<file path="src/hdl/clcd_pkg.sv">
`timescale 1ns / 1ps
// Shared types, command codes and address-map helpers for the character display
// cursor tracker. Used by char_lcd_cursor_wrap; depends on nothing else.
package clcd_pkg;

	localparam int AddrW = 7;
	localparam int QDepth = 4;
	localparam int QAw = $clog2(QDepth);

	localparam logic [1:0] CMD_PUT = 2'd0;
	localparam logic [1:0] CMD_MOVE = 2'd1;
	localparam logic [1:0] CMD_CLEAR = 2'd2;

	localparam logic [1:0] MODE_ONE = 2'd0;
	localparam logic [1:0] MODE_TWO = 2'd1;
	localparam logic [1:0] MODE_FOUR = 2'd2;
	localparam logic [1:0] MODE_ALIAS_FOUR = 2'd3;

	localparam logic [7:0] CHAR_NEWLINE = 8'h0A;
	localparam logic [7:0] INSTR_CLEAR = 8'h01;

	typedef struct packed {
		logic bus_valid;
		logic reg_select;
		logic [7:0] bus_byte;
		logic error;
		logic last;
	} result_t;

	function automatic logic at_line_end(input logic [1:0] m, input logic [AddrW-1:0] pos);
		logic r;
		case (m)
			MODE_ONE: r = (pos == 7'h4F);
			MODE_TWO: r = (pos == 7'h27) || (pos == 7'h67);
			default: r = (pos == 7'h13) || (pos == 7'h53) || (pos == 7'h27) || (pos == 7'h67);
		endcase
		return r;
	endfunction

	function automatic logic [1:0] which_line(input logic [1:0] m, input logic [AddrW-1:0] pos);
		logic [1:0] r;
		case (m)
			MODE_ONE: r = 2'd0;
			MODE_TWO: r = (pos <= 7'h27) ? 2'd0 : 2'd1;
			default: begin
				if (pos <= 7'h13) r = 2'd0;
				else if (pos >= 7'h40 && pos <= 7'h53) r = 2'd1;
				else if (pos >= 7'h14 && pos <= 7'h27) r = 2'd2;
				else r = 2'd3;
			end
		endcase
		return r;
	endfunction

	function automatic logic [AddrW-1:0] row_start(input logic [1:0] row);
		logic [AddrW-1:0] r;
		case (row)
			2'd0: r = 7'h00;
			2'd1: r = 7'h40;
			2'd2: r = 7'h14;
			default: r = 7'h54;
		endcase
		return r;
	endfunction

endpackage

</file>
<file path="src/hdl/char_lcd_cursor_wrap.sv">
`timescale 1ns / 1ps
// Cursor tracker for an HD44780-type character display (1, 2 or 4 lines).
// Depends on clcd_pkg for command codes, the result type and the address map.

// Each accepted command beat is captured in an input register, decoded against the
// cursor combinationally, and its one or two result beats are pushed into a four-entry
// result queue that drives the output. A new command can be taken every cycle while the
// queue has room; the command register advances whenever the queue has room for two
// results, so the sustained rate is one command per cycle as long as each yields one
// result and the output is not stalled. A character written at the end of a line
// yields two result beats. Command three yields no result. line_mode resets to
// two-line operation and should only be written while the block is idle.
module char_lcd_cursor_wrap (
	input  logic       clk,
	input  logic       arst_n,
	input  logic       cfg_we,
	input  logic [1:0] cfg_data,
	input  logic       in_valid,
	output logic       in_ready,
	input  logic [1:0] cmd,
	input  logic [7:0] char_code,
	input  logic [1:0] row,
	input  logic [6:0] column,
	output logic       out_valid,
	input  logic       out_ready,
	output logic       bus_valid,
	output logic       reg_select,
	output logic [7:0] bus_byte,
	output logic       error,
	output logic       last
);

	localparam int Aw = clcd_pkg::AddrW;
	localparam int Qd = clcd_pkg::QDepth;
	localparam int Qa = clcd_pkg::QAw;

	logic [1:0]    line_mode_q;
	logic [Aw-1:0] cursor_q;

	logic          valid_s1;
	logic [1:0]    cmd_s1;
	logic [7:0]    char_s1;
	logic [1:0]    row_s1;
	logic [6:0]    col_s1;

	clcd_pkg::result_t queue_q [Qd];
	logic [Qa-1:0] head_q, tail_q;
	logic [Qa:0]   count_q;

	logic          adv, pop;
	logic [1:0]    mode;
	logic [2:0]    nlines;
	logic [2:0]    nxt_line;
	logic [Aw-1:0] next_addr, move_addr, cursor_d;
	logic          move_bad;
	logic [1:0]    n_res;
	clcd_pkg::result_t r0, r1;

	// Room for two results is required before a command leaves the input register.
	assign adv      = valid_s1 && (count_q <= (Qa+1)'(Qd - 2));
	assign in_ready = !valid_s1 || adv;
	assign out_valid = (count_q != '0);
	assign pop      = out_valid && out_ready;

	assign mode = (line_mode_q == clcd_pkg::MODE_ALIAS_FOUR) ? clcd_pkg::MODE_FOUR : line_mode_q;

	always_comb begin
		case (mode)
			clcd_pkg::MODE_ONE: nlines = 3'd1;
			clcd_pkg::MODE_TWO: nlines = 3'd2;
			default: nlines = 3'd4;
		endcase
		nxt_line = {1'b0, clcd_pkg::which_line(mode, cursor_q)} + 3'd1;
		if (nxt_line >= nlines) nxt_line = 3'd0;
		next_addr = clcd_pkg::row_start(nxt_line[1:0]);

		case (mode)
			clcd_pkg::MODE_ONE: move_bad = (row_s1 != 2'd0) || (col_s1 > 7'h4F);
			clcd_pkg::MODE_TWO: move_bad = (row_s1 > 2'd1) || (col_s1 > 7'h27);
			default: move_bad = (col_s1 > 7'h13);
		endcase
		move_addr = clcd_pkg::row_start(row_s1) + col_s1;
	end

	always_comb begin
		r0 = '{bus_valid: 1'b1, reg_select: 1'b0, bus_byte: 8'h00, error: 1'b0, last: 1'b1};
		r1 = '{bus_valid: 1'b1, reg_select: 1'b0, bus_byte: {1'b1, next_addr},
			error: 1'b0, last: 1'b1};
		n_res = 2'd1;
		cursor_d = cursor_q;
		case (cmd_s1)
			clcd_pkg::CMD_PUT: begin
				if (char_s1 == clcd_pkg::CHAR_NEWLINE) begin
					r0.bus_byte = {1'b1, next_addr};
					cursor_d = next_addr;
				end else if (clcd_pkg::at_line_end(mode, cursor_q)) begin
					r0.reg_select = 1'b1;
					r0.bus_byte = char_s1;
					r0.last = 1'b0;
					n_res = 2'd2;
					cursor_d = next_addr;
				end else begin
					r0.reg_select = 1'b1;
					r0.bus_byte = char_s1;
					cursor_d = cursor_q + 1'b1;
				end
			end
			clcd_pkg::CMD_MOVE: begin
				if (move_bad) begin
					r0.bus_valid = 1'b0;
					r0.error = 1'b1;
				end else begin
					r0.bus_byte = {1'b1, move_addr};
					cursor_d = move_addr;
				end
			end
			clcd_pkg::CMD_CLEAR: begin
				r0.bus_byte = clcd_pkg::INSTR_CLEAR;
				cursor_d = '0;
			end
			default: begin
				n_res = 2'd0;
			end
		endcase
	end

	always_ff @(posedge clk or negedge arst_n) begin
		if (!arst_n) begin
			line_mode_q <= clcd_pkg::MODE_TWO;
			cursor_q <= '0;
			valid_s1 <= 1'b0;
			head_q <= '0;
			tail_q <= '0;
			count_q <= '0;
		end else begin
			if (cfg_we) line_mode_q <= cfg_data;
			if (in_ready) valid_s1 <= in_valid;
			if (adv) begin
				cursor_q <= cursor_d;
				tail_q <= tail_q + Qa'(n_res);
			end
			if (pop) head_q <= head_q + 1'b1;
			count_q <= count_q + (adv ? (Qa+1)'(n_res) : '0) - (Qa+1)'(pop);
		end
	end

	always_ff @(posedge clk) begin
		if (in_valid && in_ready) begin
			cmd_s1 <= cmd;
			char_s1 <= char_code;
			row_s1 <= row;
			col_s1 <= column;
		end
		if (adv && n_res != 2'd0) queue_q[tail_q] <= r0;
		if (adv && n_res == 2'd2) queue_q[tail_q + 1'b1] <= r1;
	end

	assign bus_valid  = queue_q[head_q].bus_valid;
	assign reg_select = queue_q[head_q].reg_select;
	assign bus_byte   = queue_q[head_q].bus_byte;
	assign error      = queue_q[head_q].error;
	assign last       = queue_q[head_q].last;

`ifndef SYNTH
	a_count_bound: assert property (@(posedge clk) disable iff (!arst_n)
		count_q <= (Qa+1)'(Qd))
		else $error("result queue count exceeds depth");

	a_clear_zeroes: assert property (@(posedge clk) disable iff (!arst_n)
		(adv && cmd_s1 == clcd_pkg::CMD_CLEAR) |=> (cursor_q == '0))
		else $error("cursor not zero after clear");

	a_error_no_bus: assert property (@(posedge clk) disable iff (!arst_n)
		(out_valid && error) |-> (!bus_valid && last))
		else $error("error beat carries a bus transfer");

	a_data_no_addr: assert property (@(posedge clk) disable iff (!arst_n)
		(out_valid && !reg_select && bus_valid && !last) |-> 1'b0)
		else $error("instruction beat not marked last");
`endif

endmodule

</file>
<file path="config.mk">
export PLATFORM = sky130hd
export DESIGN_NAME = char_lcd_cursor_wrap
export DESIGN_NICKNAME = d
export VERILOG_FILES = /design/src/hdl/clcd_pkg.sv /design/src/hdl/char_lcd_cursor_wrap.sv
export SDC_FILE = /design/constraint.sdc
export NUM_CORES = 1
export LEC_CHECK = 0
export BUFFER_PORTS_ARGS = -buffer_cell sky130_fd_sc_hd__buf_4
export CORE_UTILIZATION = 53
export DETAILED_ROUTE_END_ITERATION = 8
export PLACE_DENSITY = 0.75
export SYNTH_ARGS = -nofsm -noshare
export SYNTH_HDL_FRONTEND = slang
export SYNTH_SLANG_ARGS = --single-unit
</file>
<file path="constraint.sdc">
create_clock -name clk -period 3.3 [get_ports clk]
set_input_delay 0 -clock clk [delete_from_list [all_inputs] [get_ports clk]]
set_output_delay 0 -clock clk [all_outputs]
set_load 0.01 [all_outputs]
</file>
==> impl_metrics.json, run 1 <==
{
  "status": "finished clean",
  "core_mm2": 0.00777,
  "firstDrtPassIters": 5,
  "num_rows": 32,
  "syn_to_final_growth_pct": 20.9,
  "final_cell_mix": "48 x buf_4, 36 x dfxtp_1, 33 x nand2_1",
  "fmax_mhz": 319,
  "cts_sinks": 84,
  "synth_nets": 445,
  "ys_top_cells_by_area": "edfxtp_1 22%, dfxtp_1 17%, dfrtp_1 9.4%",
  "nFillCells": 594,
  "cts_max_path_buffers": 2,
  "final_nets": 509,
  "post_drt_wl_per_cell_um": 18.1,
  "worst_r2r_endpoint": "count_q[2]",
  "postRouteAntennaNets": 0,
  "die_h_um": 91.8,
  "hold_path_end": "head_q[0]",
  "io_pins": 40,
  "ir_worst_vdd_uv": 398,
  "regArea_mm2": 0.00208,
  "portBuffers": 39,
  "ff2ff_setup_slack_ps": 170,
  "final_common_cell": "buf_4",
  "fin_crit_sh": 0.949,
  "whs_ps": 16.3,
  "grt.total_usage": 0.268,
  "critical_path_arrival_ps": 3380,
  "leakagePower_nw": 2.00,
  "ys_async_sr_fraction": 0.202,
  "place_congestion": 0.908,
  "crit_family": "simple AND/OR/NAND/NOR gates",
  "crit_required_ps": 3550,
  "final-setup-viol-count": 0,
  "cts_buffers": 9,
  "crit_chain": "or2_4 > inv_1 > or4_4 > a31o_2 > a21oi_1 > or3_1 > ha_1 > inv_1 > ha_1 > inv_1 > fa_1 > xor2_1 > xnor2_1",
  "hold_violations": 0,
  "min_path_type": "in2reg",
  "clkLatencyLatePin_ps": 360,
  "cts-root-buf": "clkbuf_8",
  "synthSimpleGateAreaFrac": 0.165,
  "place_area_mm2": 0.00469,
  "synth_top_area_frac": 0.218,
  "yosys_warnings": 0,
  "dieArea_mm2": 0.00843,
  "synthMuxAreaShare": 0.0685,
  "antenna_found_initial": 0,
  "slew_headroom": 0.410,
  "syn_area_mm2": 0.00428,
  "yosys.area.top_type": "edfxtp_1",
  "min_from": "out_ready",
  "ys.flop_type": "dfxtp_1",
  "crit_buf_inv": 3,
  "finish.utilization": 0.666,
  "slowest_delay_ps": 590,
  "synth_cells": 401,
  "seq_area_frac_synth": 0.486,
  "power.density_mw_per_mm2": 873,
  "vias": 3506,
  "totalWireLength_um": 10400,
  "clk_pin_slew_worst_paths_ps": 90,
  "ff2ff_path_depth": 13,
  "grt.overflow.total": 0,
  "synthDistinctLibCells": 59,
  "worst_setup_path_start_kind": "flop",
  "crit-reg2reg-launch": "line_mode_q[0]",
  "synth_top_family_by_area": "compound AO/OA/AOI/OAI gates",
  "slowest_stage": "dfstp_2",
  "finalWorstSetupSlack_ps": 167,
  "end_kind": "flop",
  "cts_setup_buffers": 0,
  "synthAdderAreaFrac": 0.0544,
  "synth_compound_area_frac": 0.169,
  "avgSynthCellArea_um2": 10.7,
  "synth_edf_count": 31,
  "dp_hpwl_um": 7290,
  "worstMarginPinSlew_ps": 885,
  "diodes": 0,
  "min_path_cells": 3,
  "synth-seq-cells": 84,
  "clock_skew_ps": 14.8,
  "grt_pass1_wl_um": 17300,
  "finish.instance_area_mm2": 0.00517,
  "final_layout_size_suffix_gt1_frac": 0.217,
  "grt_max_degree": 22,
  "synth_xor_xnor_area_share": 0.0246,
  "grt_pass1_vias": 3574,
  "vias_per_cell": 6.13,
  "cts_tree": "done",
  "path_class": "reg2reg",
  "route.detailed.drc": 0,
  "period_minus_slack_ps": 3130,
  "die_w_um": 91.8,
  "detailedPlace.worstSlack_ps": 53.7,
  "cpMostUsedCell": "inv_1",
  "drv_slew": 0,
  "initial_core_util": 0.551,
  "power.total_w": 0.00451,
  "path_max_fanout": 5,
  "multi_input_area_mm2": 0.00208,
  "drtIter0Drc": 218,
  "htreeDepth": 3,
  "drv_cap": 0
}
-- power by group --
group / internal, W / switching (W) / total [W]
clock: 0.000378 / 0.000409 / 0.000787
sequential: 0.00147 / 0.000382 / 0.00185
combinational: 0.000929 / 0.000944 / 0.00187
-- tightest hold or removal path, stage by stage --
cell    delay [ps]
buf_4           70
and2_1         180
xor2_1          80
-- worst max path at each step --
stage | from | endpoint | slack [ps] | cells past startpoint
floorplan | cursor_q[0] | queue_q[0][6] | 130 | 12
global placement | cursor_q[0] | count_q[2] | 190 | 13
detailed placement | cursor_q[0] | count_q[2] | 50 | 13
CTS | cursor_q[0] | count_q[2] | 30 | 13
global route | cursor_q[0] | queue_q[1][6] | -4 | 12
finish | line_mode_q[0] | count_q[2] | 170 | 13
-- kinds of logic (layout without fill, tap and decap cells) --
group | after synthesis | after routing
fa+ha+maj | 18 | 18
flops | 84 | 84
mux | 14 | 14
buf+inv | 36 | 105
compound gates | 106 | 106
xor+xnor | 12 | 12
simple gates | 131 | 131
-- routing by layer --
metal | GRT usage | up-vias | share of wire
li1 | - | 1635 | -
met1 | 0.332 | 1708 | 0.42
met2 | 0.453 | 131 | 0.50
met3 | 0.0448 | 32 | 0.046
met4 | 0.137 | 0 | 0.033
met5 | 0 | - | 0
-- area by class of cell --
cell class,count,share of cell area
clock buffer,11,0.0336
clock inverter,5,0.00847
inverter,17,0.0123
multi-input combinational,281,0.402
sequential,84,0.403
tap,102,0.0247
timing repair buffer,72,0.116
-- Yosys cell counts (4+ instances only) --
cell	number
dfxtp_1	36
nand2_1	33
edfxtp_1	31
o21ai_0	26
nor2_1	24
nand3_1	19
ha_1	17
dfrtp_1	16
a21oi_1	15
a22o_1	15
inv_1	15
clkbuf_1	14
mux4_2	12
o22ai_1	11
a31oi_1	10
nor3_1	10
xnor2_1	7
or3_1	6
nand2b_1	5
o21a_1	5
xor2_1	5
a2bb2oi_1	4
o211ai_1	4
-- per-stage QoR --
step | setup TNS [ps] | std cells
after floorplan | 0 | 401
after global placement | 0 | 532
after detailed placement | 0 | 532
after CTS | 0 | 572
after global routing | -4.22 | 572
final | 0 | 572
-- state kept, by name (all words and copies together) (netlist names), 2 cells and up --
name         cells
cursor_q         7
cmd_s1           2
line_mode_q      2
char_s1          8
head_q           2
tail_q           2
row_s1           2
count_q          3
col_s1           7
queue_q         48
-- timing repair --
action | in CTS | in global routing
hold endpoints to repair | 39 | 0
resized for setup | 0 | 6
endpoints found under the setup margin | 0 | 14
hold buffers | 24 | 0
Power figures use the tool's default switching activity.
==> run 2, diff against run 1 <==
==> constraint.sdc (replaced) <==
create_clock -name clk -period 3.3 [get_ports clk]
set_input_delay 0.165 -clock clk [delete_from_list [all_inputs] [get_ports clk]]
set_output_delay 0.165 -clock clk [all_outputs]
set_load 0.01 [all_outputs]
==> impl_metrics.json, run 2 (synthesized netlist as in run 1, its figures left out) <==
{
  "status": "finished clean",
  "worst_setup_path_start_kind": "flop",
  "dieArea_mm2": 0.00843,
  "cpMostUsedCell": "inv_1",
  "grt_max_degree": 22,
  "core_mm2": 0.00777,
  "power.total_w": 0.00451,
  "regMostFlops": "queue_q",
  "slew_headroom": 0.416,
  "worst_r2r_endpoint": "count_q[2]",
  "diodes": 0,
  "power.density_mw_per_mm2": 875,
  "initial_core_util": 0.551,
  "end_kind": "flop",
  "clk_pin_slew_worst_paths_ps": 90,
  "num_rows": 32,
  "grt_pass1_vias": 3584,
  "firstDrtPassIters": 5,
  "place_area_mm2": 0.00469,
  "drv_slew": 0,
  "clock_skew_ps": 12.2,
  "clkLatencyLatePin_ps": 370,
  "slowest_stage": "dfstp_2",
  "leakagePower_nw": 1.99,
  "vias": 3507,
  "route.detailed.drc": 0,
  "cts_max_path_buffers": 2,
  "ff2ff_path_depth": 13,
  "final_nets": 508,
  "fin_crit_sh": 0.947,
  "final_common_cell": "buf_4",
  "endpoint": "count_q[2]",
  "io_pins": 40,
  "placed_cells": 532,
  "cts_tree": "done",
  "final_layout_size_suffix_gt1_frac": 0.217,
  "final_cell_mix": "48 x buf_4, 36 x dfxtp_1, 33 x nand2_1",
  "post_drt_wl_per_cell_um": 18.2,
  "grt_setup_unrepaired": "no",
  "critical_path_arrival_ps": 3380,
  "final_cell_count_no_fill": 571,
  "drv_cap": 0,
  "grt.overflow.total": 0,
  "hold_violations": 0,
  "ir_worst_vdd_uv": 397,
  "vias_per_cell": 6.14,
  "drtIter0Drc": 217,
  "crit-reg2reg-launch": "line_mode_q[0]",
  "tns_ps": 0,
  "reg_top3": "queue_q (48), char_s1 (8)",
  "htreeDepth": 3,
  "worstMarginPinSlew_ps": 877,
  "min_path_type": "in2reg",
  "finalWorstSetupSlack_ps": 176,
  "cts_buffers": 9,
  "path_max_fanout": 5,
  "crit_buf_inv": 3,
  "fmax_mhz": 320,
  "die_h_um": 91.8,
  "path_class": "reg2reg",
  "die_w_um": 91.8,
  "detailedPlace.worstSlack_ps": 53.7,
  "portBuffers": 39,
  "postRouteAntennaNets": 0,
  "largest_reg_flops": 48,
  "syn_to_final_growth_pct": 20.7,
  "startpoint": "line_mode_q[0]",
  "cp.depth": 13,
  "dp_hpwl_um": 7290,
  "grt.total_usage": 0.269,
  "final-setup-viol-count": 0,
  "ff2ff_setup_slack_ps": 180,
  "grt_pass1_wl_um": 17400,
  "period_minus_slack_ps": 3120,
  "slowest_delay_ps": 590,
  "finish.instance_area_mm2": 0.00516,
  "totalWireLength_um": 10400,
  "crit_required_ps": 3550,
  "antenna_found_initial": 0,
  "place_congestion": 0.908,
  "crit_chain": "or2_4 > inv_1 > or4_4 > a31o_2 > a21oi_1 > or3_1 > ha_1 > inv_1 > ha_1 > inv_1 > fa_1 > xor2_1 > xnor2_1",
  "crit_family": "simple AND/OR/NAND/NOR gates",
  "cts_sinks": 84,
  "cts-root-buf": "clkbuf_8"
}
## run 2: cell types whose count changed in the layout (fill, tap and decap cells not counted)
cell,delta
dlygate4sd3_1,-1
## run 2: per-layer routing
metal | vias up | GRT usage | part of all wire
met1 | 1687 | 0.333 | 0.41
met4 | 0 | 0.137 | 0.039
met2 | 145 | 0.456 | 0.50
met5 | - | 0 | 0
li1 | 1633 | - | -
met3 | 42 | 0.0448 | 0.047
## run 2: through the flow
step	hold slack [ps]	util
after floorplan	-131	-
after global placement	41.6	0.604
after detailed placement	43.5	0.604
after CTS	37.4	0.661
after global routing	40.3	0.664
final	38.2	0.664
## run 2: repair_timing
| action | 4_1_cts | 5_1_grt |
|---|---|---|
| buffers inserted | 0 | 0 |
| setup endpoints to repair | 0 | 13 |
| hold buffers | 23 | 0 |
| hold endpoints to repair | 38 | 0 |
| gates resized for setup | 0 | 6 |
## run 2: final cells by class
type / count / area (µm²)
Fill cell: 594 / 2610
Sequential cell: 84 / 2080
Multi-Input combinational cell: 281 / 2080
Timing Repair Buffer: 71 / 591
Clock buffer: 11 / 174
Tap cell: 102 / 128
Inverter: 17 / 63.8
Clock inverter: 5 / 43.8
## run 2: worst min-delay path by stage
stage	from	endpoint	slack, ps	depth (start not counted)
3_3_place_gp	arst_n	cursor_q[0]	40	1
4_1_cts	cfg_data[0]	line_mode_q[0]	40	2
2_1_floorplan	arst_n	count_q[0]	-130	0
6_report	cfg_data[0]	line_mode_q[0]	40	2
3_5_place_dp	arst_n	cursor_q[1]	40	1
5_1_grt	cfg_data[0]	line_mode_q[0]	40	2
## run 2: power by group
part	total (W)	leakage, nW	switching, W	internal [W]
combinational	0.00187	1.11	0.000945	0.000928
clock	0.000788	0.113	0.000410	0.000378
sequential	0.00185	0.772	0.000382	0.00147
total	0.00451	1.99	0.00174	0.00278
==> run 3, diff against run 2 <==
==> constraint.sdc (replaced) <==
create_clock -name clk -period 3.3 [get_ports clk]
set_input_delay 0.33 -clock clk [delete_from_list [all_inputs] [get_ports clk]]
set_output_delay 0.33 -clock clk [all_outputs]
set_load 0.01 [all_outputs]
==> impl_metrics.json, run 3 (synthesized netlist as in run 1, its figures left out) <==
{
  "end_kind": "flop",
  "finalWorstSetupSlack_ps": 181,
  "crit_chain": "or2_4 > inv_1 > or4_4 > a31o_2 > a21oi_1 > or3_1 > ha_1 > inv_1 > ha_1 > inv_1 > fa_1 > xor2_1 > xnor2_1",
  "postRouteAntennaNets": 0,
  "leakagePower_nw": 1.90,
  "final-setup-viol-count": 0,
  "place_area_mm2": 0.00469,
  "finish.utilization": 0.636,
  "finish.instance_area_mm2": 0.00494,
  "reg_top3": "queue_q (48), char_s1 (8)",
  "grt.total_usage": 0.258,
  "fmax_mhz": 321,
  "core_mm2": 0.00777,
  "hold_violations": 0,
  "cts_sinks": 84,
  "dieArea_mm2": 0.00843,
  "slowest_delay_ps": 580,
  "status": "finished clean",
  "syn_to_final_growth_pct": 15.5,
  "vias": 3359,
  "drv_slew": 0,
  "initial_core_util": 0.551,
  "period_minus_slack_ps": 3120,
  "slew_headroom": 0.430,
  "grt_pass1_wl_um": 16600,
  "vias_per_cell": 6.12,
  "final_cell_mix": "48 x buf_4, 36 x dfxtp_1, 33 x nand2_1",
  "critical_path_arrival_ps": 3370,
  "antenna_found_initial": 0,
  "largest_reg_flops": 48,
  "crit_family": "simple AND/OR/NAND/NOR gates",
  "final_nets": 486,
  "post_drt_wl_per_cell_um": 18.0,
  "nFillCells": 631,
  "portBuffers": 39,
  "ir_worst_vdd_uv": 400,
  "place_congestion": 0.908,
  "whs_ps": 137,
  "grt_pass1_vias": 3388,
  "worst_setup_path_start_kind": "flop",
  "regArea_mm2": 0.00208,
  "detailedPlace.worstSlack_ps": 53.7,
  "path_max_fanout": 5,
  "drv_cap": 0,
  "clk_pin_slew_worst_paths_ps": 90,
  "slowest_stage": "dfstp_2",
  "cpMostUsedCell": "inv_1",
  "worstMarginPinSlew_ps": 855,
  "crit_buf_inv": 3,
  "multi_input_area_mm2": 0.00208,
  "firstDrtPassIters": 4,
  "fin_crit_sh": 0.945,
  "die_w_um": 91.8,
  "cts-root-buf": "clkbuf_8",
  "clkLatencyLatePin_ps": 360,
  "dp_hpwl_um": 7290,
  "htreeDepth": 3,
  "crit_required_ps": 3550,
  "grt_setup_unrepaired": "no",
  "grt.overflow.total": 0,
  "route.detailed.drc": 0,
  "grt_max_degree": 22,
  "tns_ps": 0,
  "diodes": 0,
  "drtIter0Drc": 212,
  "power.density_mw_per_mm2": 905,
  "final_layout_size_suffix_gt1_frac": 0.228,
  "cts_max_path_buffers": 2,
  "io_pins": 40,
  "num_rows": 32,
  "min_path_type": "in2reg",
  "regMostFlops": "queue_q",
  "final_common_cell": "buf_4",
  "clock_skew_ps": 15.0,
  "path_class": "reg2reg",
  "die_h_um": 91.8,
  "cts_tree": "done",
  "cts_buffers": 9,
  "totalWireLength_um": 9870
}
[run 3: cell count changes in the layout (fill, tap and decap cells not counted), sizes merged]
cell,change
dlygate4sd3,-22
[run 3: cell type report]
| class | instances | area share |
|---|---|---|
| Clock buffer | 11 | 0.0352 |
| Clock inverter | 5 | 0.00887 |
| Inverter | 17 | 0.0129 |
| Multi-Input combinational cell | 281 | 0.421 |
| Sequential cell | 84 | 0.421 |
| Tap cell | 102 | 0.0258 |
| Timing Repair Buffer | 49 | 0.0750 |
[run 3: layer usage]
layer / up-vias / global-route usage / wire length (µm)
met4: 0 / 0.116 / 282
met5: - / 0 / 0
li1: 1587 / - / -
met3: 26 / 0.0431 / 490
met1: 1643 / 0.328 / 4180
met2: 103 / 0.432 / 4910
[run 3: where the power goes]
part | leakage (nW) | switching (W) | internal (W)
Combinational | 1.02 | 0.000928 | 0.000910
Clock | 0.113 | 0.000404 | 0.000378
Sequential | 0.772 | 0.000381 | 0.00147
Total | 1.90 | 0.00171 | 0.00276
[run 3: worst paths after layout]
kind	startpoint	end	slack [ps]	depth (start not counted)
min	column[3]	col_s1[3]	140	1
max in group asynchronous	arst_n	line_mode_q[0]	2690	2
min in group asynchronous	arst_n	cursor_q[2]	360	2
min reg2reg	queue_q[3][1]	queue_q[3][1]	470	2
max	line_mode_q[0]	count_q[2]	180	13
max reg2reg	line_mode_q[0]	count_q[2]	180	13
[run 3: what timing repair did]
action	in CTS	in global routing
setup endpoints to repair	0	14
resized for setup	0	6
hold buffers	1	0
endpoints found under the hold margin	16	0
setup buffers	0	0
[run 3: per-stage QoR]
step / std cells / power, W
finish: 549 / 0.00447
CTS: 549 / 0.00445
global route: 549 / 0.00478
detailed placement: 532 / 0.00367
global placement: 532 / 0.00358
floorplan: 401 / 0.00307
